**src/rtl/core/asd_pkg.sv**
```systemverilog
// ----------------------------------------------------------------------------
// Shake detector package
// Shared item types, register indexes and fixed constants of the detector.
// ----------------------------------------------------------------------------
`default_nettype none

package asd_pkg;

	localparam int RAW_W       = 16;
	localparam int SHIFT_AMOUNT = 6;
	localparam int AXIS_W      = RAW_W - SHIFT_AMOUNT;
	localparam int THR_W       = 10;
	localparam int COUNT_W     = 7;
	localparam int CFG_IDX_W   = 1;

	localparam logic [COUNT_W-1:0] COUNT_MAX   = 7'd127;
	localparam logic [THR_W-1:0]   SHAKE_RESET = 10'd180;
	localparam logic [THR_W-1:0]   QUIET_RESET = 10'd50;

	localparam logic [CFG_IDX_W-1:0] CFG_SHAKE_THRESHOLD = 1'b0;
	localparam logic [CFG_IDX_W-1:0] CFG_QUIET_THRESHOLD = 1'b1;

	typedef logic signed [AXIS_W-1:0] axis_t;
	typedef axis_t [2:0] axes_t;

	typedef struct packed {
		logic signed [RAW_W-1:0] raw_x;
		logic signed [RAW_W-1:0] raw_y;
		logic signed [RAW_W-1:0] raw_z;
		logic                    first_of_batch;
	} sample_t;

	typedef struct packed {
		logic tap_event;
		logic is_shaking;
	} result_t;

endpackage

`default_nettype wire

```
**src/rtl/core/asd_vote.sv**
```systemverilog
// ----------------------------------------------------------------------------
// Two-of-three motion vote
// Flags a sample when at least two axes moved by more than a limit since the
// previous sample.
// ----------------------------------------------------------------------------
`default_nettype none

module asd_vote
	import asd_pkg::*;
(
	input  wire axes_t            now,
	input  wire axes_t            prev,
	input  wire logic [THR_W-1:0] limit,
	output logic                  hit
);

	logic [2:0] over;

	always_comb begin
		logic signed [AXIS_W:0] diff;
		logic [AXIS_W:0]        mag;
		for (int i = 0; i < 3; i++) begin
			diff = {prev[i][AXIS_W-1], prev[i]} - {now[i][AXIS_W-1], now[i]};
			mag = diff[AXIS_W] ? (AXIS_W+1)'(-diff) : (AXIS_W+1)'(diff);
			over[i] = mag > (AXIS_W+1)'(limit);
		end
	end

	assign hit = (over[0] & over[1]) | (over[0] & over[2]) | (over[1] & over[2]);

endmodule

`default_nettype wire

```
**src/rtl/core/accel_shake_detector.sv**
```systemverilog
// ----------------------------------------------------------------------------
// Accelerometer shake detector
// Scales three-axis samples, votes on per-axis motion against two thresholds
// and reports tap events and the shaking flag, one result per sample.
// ----------------------------------------------------------------------------
//
//   Channel   Signals                              Direction  Payload
//   sample    sample_valid, sample_stall, sample   in         sample_t
//   result    result_valid, result_stall, result   out        result_t
//   config    cfg_wr_en, cfg_index, cfg_data       in         10-bit threshold
//
// One item is accepted per cycle while sample_stall is low; its result passes
// through the input register and then the result register.
// Reset clears the thresholds to their defaults and the stored sample, count
// and flag to zero.
// A stall on the result side holds the result register, and the input side
// stalls only while its register is full and cannot move on.
`default_nettype none

module accel_shake_detector
	import asd_pkg::*;
(
	input  wire logic                 clk,
	input  wire logic                 arst_n,
	input  wire logic                 sample_valid,
	output logic                      sample_stall,
	input  wire sample_t              sample,
	output logic                      result_valid,
	input  wire logic                 result_stall,
	output result_t                   result,
	input  wire logic                 cfg_wr_en,
	input  wire logic [CFG_IDX_W-1:0] cfg_index,
	input  wire logic [THR_W-1:0]     cfg_data
);

	logic [THR_W-1:0]   shake_thr_q;
	logic [THR_W-1:0]   quiet_thr_q;
	axes_t              axes_s1;
	logic               first_s1;
	logic               valid_s1;
	axes_t              prev_q;
	logic [COUNT_W-1:0] count_q;
	logic               shaking_q;
	logic               out_free;
	logic               advance;
	logic               shake_hit;
	logic               quiet_hit;
	logic               tap;
	logic [COUNT_W-1:0] count_next;
	logic               shaking_next;

	assign out_free     = !result_valid || !result_stall;
	assign advance      = valid_s1 && out_free;
	assign sample_stall = valid_s1 && !out_free;

	always_ff @(posedge clk or negedge arst_n) begin
		if (!arst_n) begin
			shake_thr_q <= SHAKE_RESET;
			quiet_thr_q <= QUIET_RESET;
		end else if (cfg_wr_en) begin
			case (cfg_index)
				CFG_SHAKE_THRESHOLD: shake_thr_q <= cfg_data;
				CFG_QUIET_THRESHOLD: quiet_thr_q <= cfg_data;
				default: ;
			endcase
		end
	end

	always_ff @(posedge clk or negedge arst_n) begin
		if (!arst_n) begin
			valid_s1 <= 1'b0;
		end else if (!sample_stall) begin
			valid_s1 <= sample_valid;
		end
	end

	always_ff @(posedge clk) begin
		if (sample_valid && !sample_stall) begin
			axes_s1[0] <= sample.raw_x[RAW_W-1:SHIFT_AMOUNT];
			axes_s1[1] <= sample.raw_y[RAW_W-1:SHIFT_AMOUNT];
			axes_s1[2] <= sample.raw_z[RAW_W-1:SHIFT_AMOUNT];
			first_s1   <= sample.first_of_batch;
		end
	end

	asd_vote u_shake_vote (
		.now   (axes_s1),
		.prev  (prev_q),
		.limit (shake_thr_q),
		.hit   (shake_hit)
	);

	asd_vote u_quiet_vote (
		.now   (axes_s1),
		.prev  (prev_q),
		.limit (quiet_thr_q),
		.hit   (quiet_hit)
	);

	always_comb begin
		tap          = 1'b0;
		count_next   = count_q;
		shaking_next = shaking_q;
		if (!first_s1) begin
			if (!shaking_q && count_q != '0 && shake_hit) begin
				tap          = 1'b1;
				shaking_next = 1'b1;
				count_next   = '0;
			end else if (shake_hit) begin
				if (count_q != COUNT_MAX) begin
					count_next = count_q + COUNT_W'(1);
				end
			end else if (!quiet_hit) begin
				count_next   = '0;
				shaking_next = 1'b0;
			end
		end
	end

	always_ff @(posedge clk or negedge arst_n) begin
		if (!arst_n) begin
			prev_q    <= '0;
			count_q   <= '0;
			shaking_q <= 1'b0;
		end else if (advance) begin
			prev_q    <= axes_s1;
			count_q   <= count_next;
			shaking_q <= shaking_next;
		end
	end

	always_ff @(posedge clk or negedge arst_n) begin
		if (!arst_n) begin
			result_valid <= 1'b0;
		end else if (out_free) begin
			result_valid <= valid_s1;
		end
	end

	always_ff @(posedge clk) begin
		if (advance) begin
			result.tap_event  <= tap;
			result.is_shaking <= shaking_next;
		end
	end

	a_tap_sets_flag: assert property (@(posedge clk) disable iff (!arst_n)
		result_valid |-> (!result.tap_event || result.is_shaking))
		else $error("A tap item was reported without the shaking flag.");

	a_rise_clears_count: assert property (@(posedge clk) disable iff (!arst_n)
		$rose(shaking_q) |-> count_q == '0)
		else $error("The shake count was not cleared when shaking began.");

	a_stall_needs_full: assert property (@(posedge clk) disable iff (!arst_n)
		sample_stall |-> (valid_s1 && result_valid && result_stall))
		else $error("The sample side stalled with room in the pipeline.");

	a_state_holds: assert property (@(posedge clk) disable iff (!arst_n)
		!advance |=> ($stable(count_q) && $stable(shaking_q) && $stable(prev_q)))
		else $error("Detector state changed without an item moving on.");

endmodule

`default_nettype wire
```
**config.mk**
```make
export PLATFORM = sky130hd
export DESIGN_NAME = accel_shake_detector
export DESIGN_NICKNAME = d
export VERILOG_FILES = /design/src/rtl/core/asd_pkg.sv /design/src/rtl/core/asd_vote.sv /design/src/rtl/core/accel_shake_detector.sv
export SDC_FILE = /design/constraint.sdc
export NUM_CORES = 1
export LEC_CHECK = 0
export ABC_AREA = 1
export BUFFER_PORTS_ARGS = -buffer_cell sky130_fd_sc_hd__buf_2
export CORE_MARGIN = 8
export CORE_UTILIZATION = 42
export CTS_BUF_LIST = sky130_fd_sc_hd__clkbuf_8
export DETAILED_ROUTE_END_ITERATION = 8
export HOLD_SLACK_MARGIN = 0.06
export SKIP_LAST_GASP = 1
export SYNTH_ARGS = -nofsm -noshare
export SYNTH_HDL_FRONTEND = slang
export SYNTH_SLANG_ARGS = --single-unit
```
**constraint.sdc**
```tcl
create_clock -name clk -period 3.75 [get_ports clk]
set_input_delay 0.75 -clock clk [delete_from_list [all_inputs] [get_ports clk]]
set_output_delay 0.75 -clock clk [all_outputs]
set_load 0.03 [all_outputs]
```
Word level (Yosys, flattened, before mapping)
Index checks and enable logic that the tools add are counted.

storage, ports and cells
  register bits = 93
  latch bits = 0
  memory bits (writable) = 0
  ROM bits = 0
  bits of input ports = 65
  output and inout bits = 4
  logic and storage cells = 70
  memories kept = 0

operators by class
  add/subtract/negate cells = 7
  multiply operators = 0
  divide/modulo/power cells = 0
  $lt $le $gt $ge = 6
  equal/unequal tests = 3
  shift-type cells = 0
  mux-type cells = 12
  bitwise gates (word level) = 12
  reductions and logical operators = 15

operators with widths
  cell                 number
  $gt 11x10->1         6
  $mux 11              3
  $neg 11->11          3
  $sub 10x10->11       3
  $mux 7               4
  $add 7x1->7 const B  1
  $ne 7x7->1 const B   1
  $reduce_bool 7->1    1
  $and 1x1->1          6
  $logic_and 1x1->1    5
  $logic_not 1->1      5
  $mux 1               5
  $or 1x1->1           4
  $reduce_and 2->1     2
  $reduce_and 4->1     1
  $ne 3x1->1 const B   1
  $ne 3x2->1 const B   1
  $not 1->1            2
  $logic_or 1x1->1     1

Logic depth before layout (Yosys ltp)
Gate-level depths: netlist of run 1.

  depth after elaboration = 11
  mapped depth = 32
  depth with buffers taken out = 32

Modules after synthesis
A second synthesis of run 1 with hierarchy kept.

unflattened totals
  cell total of the unflattened synthesis = 1440
  area total of the unflattened synthesis = 9834.4 um2

by module, submodules not included
  module                    times used  cells an instance  area an instance (um2)
  accel_shake_detector      1           336                3554.7
  asd_vote at u_quiet_vote  1           555                3195.6
  asd_vote at u_shake_vote  1           549                3084.2

Least setup slack after synthesis of run 1
OpenSTA, ideal clock, no wires.

  path kind = reg2reg
  start point = reg axes_s1[10] (netlist name)
  end point = reg count_q[0]
  library setup time = 0.118 ns
  arrival time = 3.561 ns
  data required time = 3.632 ns
  slack = 0.071 ns
  cell stages (with the launch flop) = 25
  period minus slack after synthesis = 3.679 ns
  cell sequence = edfxtp_1 -> ha_1 -> inv_1 -> fa_1 -> inv_1 -> ha_1 -> inv_1 -> nor2_2 -> nand3_2 -> nor2_2 -> nand3_2 -> nor2_4 -> nor2_1 -> xor2_1 -> ha_1 -> nand2_1 -> or4_1 -> nand2_1 -> nand2_1 -> o21ai_1 -> nand2_1 -> nand2_1 -> nand3_2 -> nand2_1 -> nand2_1

between the ends
  word-level cells in the longest chain between the ends = 10
  elaborated cells on any way between the ends = 19
  those cells by class = add/sub (2); order compare (2); eq/ne (2); mux (3); bitwise (8); reduce/logical (2)

RTL lines
  element                                                           line                         source
  from (decl)                                                       accel_shake_detector.sv:38   axes_t axes_s1;
  $sub 10x10->11 *                                                  asd_vote.sv:23               diff = {prev[i][AXIS_W-1], prev[i]} - {now[i][AXIS_W-1], now[i]};
  $neg 11->11                                                       asd_vote.sv:24               mag = diff[AXIS_W] ? (AXIS_W+1)'(-diff) : (AXIS_W+1)'(diff);
  $mux 11 *                                                         asd_vote.sv:24
  $gt 11x10->1                                                      asd_vote.sv:25               over[i] = mag > (AXIS_W+1)'(limit);
  $and 1x1->1                                                       asd_vote.sv:29               assign hit = (over[0] & over[1]) | (over[0] & over[2]) | (over[1] & over[2]);
  $or 1x1->1 (2 in a row)                                           asd_vote.sv:29
  $logic_and 1x1->1                                                 accel_shake_detector.sv:105  if (!shaking_q && count_q != '0 && shake_hit) begin
  $ne 3x1->1 (no source line) / $ne 3x2->1 (equally long branches)  n/a
  $reduce_and 4->1 (no source line)                                 n/a
  to (signal assigned)                                              accel_shake_detector.sv:127  count_q <= count_next;
  to (decl)                                                         accel_shake_detector.sv:42   logic [COUNT_W-1:0] count_q;

Every way passes the cells marked *; elsewhere a longest branch is shown, timed or not.
A chain may end at the register's enable or synchronous reset.

Final worst setup path of run 1
  start point = reg prev_q[10] (netlist name)
  end point = reg count_q[4]

between the ends
  word-level cells in the longest chain between the ends = 10
  elaborated cells on any way between the ends = 19
  those cells by class = add/sub (2); order compare (2); eq/ne (2); mux (3); bitwise (8); reduce/logical (2)

RTL lines
  element                                                           line                         source
  from (decl)                                                       accel_shake_detector.sv:41   axes_t prev_q;
  from (signal assigned)                                            accel_shake_detector.sv:126  prev_q <= axes_s1;
  $sub 10x10->11 *                                                  asd_vote.sv:23
  $neg 11->11                                                       asd_vote.sv:24
  $mux 11 *                                                         asd_vote.sv:24
  $gt 11x10->1                                                      asd_vote.sv:25
  $and 1x1->1                                                       asd_vote.sv:29
  $or 1x1->1 (2 in a row)                                           asd_vote.sv:29
  $logic_and 1x1->1                                                 accel_shake_detector.sv:105
  $ne 3x1->1 (no source line) / $ne 3x2->1 (equally long branches)  n/a
  $reduce_and 4->1 (no source line)                                 n/a

Marked as above.

==> results.cfg, run 1 <==
[setup_path]
rr_startpoint = prev_q[10]$_DFFE_PN0P_
critPathLaunch = prev_q[10]$_DFFE_PN0P_
cp_top_family = adder cells
cp.depth = 30
endpoint_kind = flip-flop
crit_top_cell = nand2_1
crit_slowest_cell = fa_2
rrSetupSlack_ns = -0.15
reg2reg_depth = 30
cp-endpoint = count_q[4]$_DFFE_PN0P_
cp.arrival_ns = 4.21
max_stage_delay_ns = 0.52
cp_max_fo = 7
r2r_end = count_q[4]$_DFFE_PN0P_
cp_num_buf_inv = 6
critPathKind = flip-flop to flip-flop
start_kind = flip-flop
required_ns = 4.06

[pwr]
power_frac_clock = 0.084
power.leakage_nw = 4.834
totalPowerFinal_mw = 7.626
switching_share = 0.4699
seqPwrFrac = 0.172
p_switching_mw = 3.584
pwr-share-comb = 0.744
p_int_mw = 4.043
powerDensity_nw_per_um2 = 816.6
ir_worst_vdd_v = 0.0003527

[drt]
drc = 0
drtIter0Drc = 280
vias_per_cell = 4.825
wire_per_inst_um = 12.89
routed_wl_mm = 17.57
dr.pass1.iters = 5
ant_nets = 0
vias = 6576

[placement]
io_buffers = 50
place.gp.congestion = 0.8613
place_ws_ns = -0.3671
dp.final_hpwl_mm = 13.04

[cts]
root_buffer = clkbuf_8
clk_path_buf_depth = 2
tritoncts = built
numClockSinks = 93
clkLatencyLatePin_ns = 0.37
cts-htree-levels = 3
cts_hold_buf = 0
numCtsBuffers = 9
clkTransAtPathRegs_ns = 0.09

[cells_and_area]
n_antenna_cell = 0
fillers = 1649
nNetsFinal = 1296
drive_above_1_share = 0.2689
area_growth_pct = 25.26

[global_route]
grt_pass1_vias = 6390
grtUsageTotal = 0.1611
antenna_found_initial = 0
grt_overflow = 0
grt_max_degree = 43
grt_pass1_wl_mm = 29.08

[die]
core.rowCount = 48
core_um2 = 17360
start_util = 0.4296
die_y_um = 149.2
ios = 69
dieArea_um2 = 22270
die_x_um = 149.2

[synth]
synthArstFlopShare = 0.6452
synth.distinct_cells = 45
syn_avg_cell_area_um2 = 7.577
netlist_instances = 984
synth_top_area_frac = 0.1779
seq_area_frac_synth = 0.3355
synth_nets = 1147
ys_warn_count = 0
synth_area_leaders = dfrtp_1 (18%), ha_1 (16%), nand2_1 (14%), edfxtp_1 (13%), inv_1 (8.1%)
syn_area_um2 = 7456
ys_seq_elements = 93
synth.largest_area_cell = dfrtp_1
synth_ff_type = dfrtp_1
synth_edf_count = 33

[sta]
whs_ns = 0.4739
finalSetupViolations = 9
slew_headroom = 0.3171
setup_slack_ns = -0.1454
min_period_over_period = 1.039
period_minus_slack_ns = 3.895
tightest_slew_ns = 1.024
fmax_mhz = 256.7
rsz0062_at_grt = yes
slew_violations = 0
clock-skew-final_ns = 0.01127
hold_violations = 0

[hold_path]
min_path_type = flip-flop to flip-flop

[outcome]
violations = setup timing
run_status = finished, violations left

[run]
drv_cap = 0
-- power by group through the flow --
stage / sequential (mW) / clock (mW) / combinational, mW
global route: 1.34 / 0.702 / 6.39
floorplan: 1.33 / 0 / 3.21
global placement: 1.33 / 0 / 4.55
detailed placement: 1.33 / 0 / 4.65
finish: 1.31 / 0.639 / 5.67
CTS: 1.31 / 0.674 / 5.25
-- area by class of cell --
type                       instances  area (um^2)  area share
clock buffer                      12        165.2     0.01768
clock inverter                     4        16.27    0.001742
inverter                         167        629.4     0.06739
multi-input combinational        712         4722      0.5056
sequential                        93         2501      0.2678
tap                              225        281.5     0.03014
timing repair buffer             150         1023      0.1096
-- per-layer routing --
| layer | GRT usage | vias up | wire length (um) |
|---|---|---|---|
| li1 | - | 3488 | - |
| met1 | 0.2051 | 2959 | 8423 |
| met2 | 0.2715 | 105 | 8289 |
| met3 | 0.02670 | 24 | 566 |
| met4 | 0.05401 | 0 | 287 |
| met5 | 0 | - | 0 |
-- worst min-delay path by stage --
stage               cells past startpoint  slack [ns]                       end                 start
finish                                  2        0.47  result_valid$_DFFE_PN0N_  valid_s1$_DFFE_PN0N_
global route                            2        0.50  result_valid$_DFFE_PN0N_  valid_s1$_DFFE_PN0N_
CTS                                     2        0.49  result_valid$_DFFE_PN0N_  valid_s1$_DFFE_PN0N_
detailed placement                      2        0.47  result_valid$_DFFE_PN0N_  valid_s1$_DFFE_PN0N_
global placement                        2        0.44  result_valid$_DFFE_PN0N_  valid_s1$_DFFE_PN0N_
floorplan                               2        0.43  result_valid$_DFFE_PN0N_  valid_s1$_DFFE_PN0N_
-- sequential cells by signal (all words and copies together), names as in the netlist --
signal / flops
axes_s1: 30
count_q: 7
first_s1: 1
prev_q: 30
quiet_thr_q: 10
result: 2
result_valid: 1
shake_thr_q: 10
shaking_q: 1
valid_s1: 1
-- through the flow --
step | TNS [ns] | util | cell area (um^2) | instances
after floorplan | 0 | - | 7456 | 984
after global placement | -2.331 | 0.4878 | 8467 | 1318
after detailed placement | -3.003 | 0.4878 | 8467 | 1318
after CTS | -0.6823 | 0.5232 | 9081 | 1357
after global routing | -3.341 | 0.5381 | 9339 | 1363
final | -1.034 | 0.5381 | 9339 | 1363
-- tightest hold or removal path, stage by stage, from the launching register on --
cell	delay, ns
dfrtp_1	0.33
inv_1	0.05
nand2_1	0.06
-- cells in the mapped netlist (all sizes together), types with 2 or more instances --
master	count
nand2	285
inv	165
ha	95
o21ai	71
nor2	69
nand3	61
dfrtp	53
a21oi	40
edfxtp	33
nand4	28
xor2	24
clkbuf	10
dfstp	7
nor3	6
nand3b	5
xnor2	5
or2	4
a221oi	3
fa	3
nor3b	3
buf	2
clkinv	2
o21a	2
o21bai	2
-- kinds of logic after synthesis --
logic type | synth area share
simple gates | 0.2809
buf+inv | 0.09129
compound gates | 0.09079
fa+ha+maj | 0.1675
flops | 0.3355
xor+xnor | 0.03407
-- placed cells by master, fill, tap and decap left out, types with 3 or more instances in the layout --
master / n
nor3_1: 6
dfstp_2: 7
nor2_2: 7
buf_4: 94
inv_2: 24
nand3_4: 4
o21ai_1: 5
a21oi_1: 32
buf_2: 50
nand2_4: 3
o21ai_0: 64
buf_6: 6
nand3_2: 11
nand3b_1: 5
nand2_2: 32
nand3_1: 46
edfxtp_1: 33
fa_2: 3
xnor2_1: 4
nand4_1: 26
xor2_2: 6
nor2_1: 54
a221oi_2: 3
inv_1: 143
ha_1: 80
ha_4: 13
nor2_4: 8
xor2_1: 18
nand2_1: 250
dfrtp_1: 53
clkbuf_8: 12
a21oi_2: 6
-- what timing repair did --
| action | 4_1_cts | 5_1_grt |
|---|---|---|
| pin swaps | 72 | 61 |
| gates resized for setup | 73 | 47 |
| buffers inserted | 23 | 6 |
| endpoints found under the setup margin | 10 | 10 |
No activity file was read; power rests on OpenSTA's default activity.
==> run 2: changes to the inputs <==
--- a/config.mk
+++ b/config.mk
@@ -9,7 +9,6 @@
 export BUFFER_PORTS_ARGS = -buffer_cell sky130_fd_sc_hd__buf_2
 export CORE_MARGIN = 8
 export CORE_UTILIZATION = 42
-export CTS_BUF_LIST = sky130_fd_sc_hd__clkbuf_8
 export DETAILED_ROUTE_END_ITERATION = 8
 export HOLD_SLACK_MARGIN = 0.06
 export SKIP_LAST_GASP = 1
==> constraint.sdc (replaced) <==
create_clock -name clk -period 3.75 [get_ports clk]
set_input_delay 0.5625 -clock clk [delete_from_list [all_inputs] [get_ports clk]]
set_output_delay 0.5625 -clock clk [all_outputs]
set_load 0.03 [all_outputs]
==> run 2 against run 1 <==
Worst setup slack got worse by 0.012 ns. Sequential cell count did not move. Clock power is 33% higher. Maximum frequency shrank 0.30%. The flow still finishes with violations (setup timing). Critical path type unchanged. Total power decreased by 3.2%. Cell area shrank 2.5%. Largest power group unchanged.
==> results.cfg, run 2 (synthesized netlist as in run 1, its figures left out) <==
[die]
core_um2 = 17360
die_x_um = 149.2
die_y_um = 149.2
dieArea_um2 = 22270
ios = 69
core.rowCount = 48
start_util = 0.4296

[drt]
routed_wl_mm = 16.79
drc = 0
drtIter0Drc = 344
vias = 6393
wire_per_inst_um = 12.53
dr.pass1.iters = 5
ant_nets = 0
vias_per_cell = 4.771

[global_route]
grt_pass1_vias = 6171
grt_max_degree = 38
antenna_found_initial = 0
grtUsageTotal = 0.1579
grt_pass1_wl_mm = 28.48
grt_overflow = 0

[setup_path]
max_stage_delay_ns = 0.45
cp_top_family = adder cells
start_kind = flip-flop
r2r_end = count_q[0]$_DFFE_PN0P_
cp_num_buf_inv = 8
required_ns = 4.04
rr_startpoint = axes_s1[0]$_DFFE_PP_
cp_max_fo = 7
rrSetupSlack_ns = -0.16
cp.arrival_ns = 4.20
crit_top_cell = nand2_1
critPathKind = flip-flop to flip-flop
reg2reg_depth = 27
crit_slowest_cell = fa_2
endpoint_kind = flip-flop

[placement]
place_inst = 1317
place_ws_ns = -0.3263
dp.final_hpwl_mm = 12.95
place.gp.congestion = 0.8674
io_buffers = 50

[cells_and_area]
n_antenna_cell = 0
area_growth_pct = 22.17
final_common_cell = nand2_1
fin_cells = 1340
seqCellArea_um2 = 2501
multi_input_area_um2 = 4593
nNetsFinal = 1273
final_util = 0.5248
largestRegisters = axes_s1: 30 flops, prev_q: 30 flops
drive_above_1_share = 0.2305
fillers = 1658
final_cell_mix = nand2_1 (257), inv_1 (146), ha_1 (85)

[sta]
finalSetupViolations = 8
fmax_mhz = 255.9
clock-skew-final_ns = 0.01147
hold_violations = 0
tightest_slew_ns = 0.9084
period_minus_slack_ns = 3.907
whs_ns = 0.3254
min_period_over_period = 1.042
slew_headroom = 0.3944
rsz0062_at_grt = yes
setup_slack_ns = -0.1573
slew_violations = 0

[cts]
clkLatencyLatePin_ns = 0.36
cts_hold_buf = 0
tritoncts = built
clk_path_buf_depth = 2
root_buffer = clkbuf_16
cts-htree-levels = 3
numCtsBuffers = 9
numClockSinks = 93
clkTransAtPathRegs_ns = 0.07

[pwr]
power.leakage_nw = 4.743
p_switching_mw = 3.424
seqPwrFrac = 0.178
ir_worst_vdd_v = 0.0003155
powerDensity_nw_per_um2 = 810.1
power_frac_clock = 0.115
p_int_mw = 3.955
pwr-share-comb = 0.707
switching_share = 0.4640

[outcome]
run_status = finished, violations left
violations = setup timing

[hold_path]
min_path_type = primary input to async pin

[run]
drv_cap = 0
==> run 2: layer usage <==
metal / share of wire / vias to the layer above / GRT usage
met4: 0.018 / 0 / 0.04644
met3: 0.031 / 18 / 0.03186
li1: - / 3448 / -
met2: 0.45 / 89 / 0.2532
met1: 0.50 / 2838 / 0.2106
met5: 0 / - / 0
==> run 2: repair_timing <==
action | 4_1_cts | 5_1_grt
endpoints found under the setup margin | 10 | 10
setup buffers | 7 | 0
gates cloned | 0 | 0
pin swaps | 53 | 44
resized for setup | 50 | 37
==> run 2: worst max path at each step <==
stage	startpoint	to	slack [ns]	cells after the start
after floorplan	axes_s1[10]$_DFFE_PP_	count_q[0]$_DFFE_PN0P_	0.07	24
after global placement	axes_s1[10]$_DFFE_PP_	count_q[0]$_DFFE_PN0P_	-0.27	24
after detailed placement	axes_s1[10]$_DFFE_PP_	count_q[2]$_DFFE_PN0P_	-0.33	24
after CTS	axes_s1[10]$_DFFE_PP_	count_q[1]$_DFFE_PN0P_	-0.09	22
after global routing	axes_s1[0]$_DFFE_PP_	count_q[0]$_DFFE_PN0P_	-0.46	25
final	axes_s1[0]$_DFFE_PP_	count_q[0]$_DFFE_PN0P_	-0.16	27
==> run 2: layout make-up <==
class / count / area share
clock buffers: 14 / 0.02788
flip-flops and latches: 93 / 0.2746
clock inverters: 2 / 0.001099
inverters: 167 / 0.06909
repair buffers: 127 / 0.09217
multi-input cells: 712 / 0.5043
well taps: 225 / 0.03091
==> run 2: power groups by stage <==
stage | sequential (mW) | combinational, mW | clock [mW]
3_3_place_gp | 1.33 | 4.56 | 0
4_1_cts | 1.31 | 5.04 | 0.880
5_1_grt | 1.33 | 5.96 | 0.916
6_report | 1.31 | 5.22 | 0.850
2_1_floorplan | 1.33 | 3.21 | 0
3_5_place_dp | 1.33 | 4.65 | 0
==> run 2: metrics by stage <==
step | setup TNS, ns | cell area [um^2] | power [mW]
after floorplan | 0 | 7456 | 4.537
after global placement | -2.207 | 8459 | 5.885
after detailed placement | -2.691 | 8459 | 5.979
after CTS | -0.6544 | 8945 | 7.228
after global routing | -3.785 | 9109 | 8.206
final | -1.063 | 9109 | 7.379
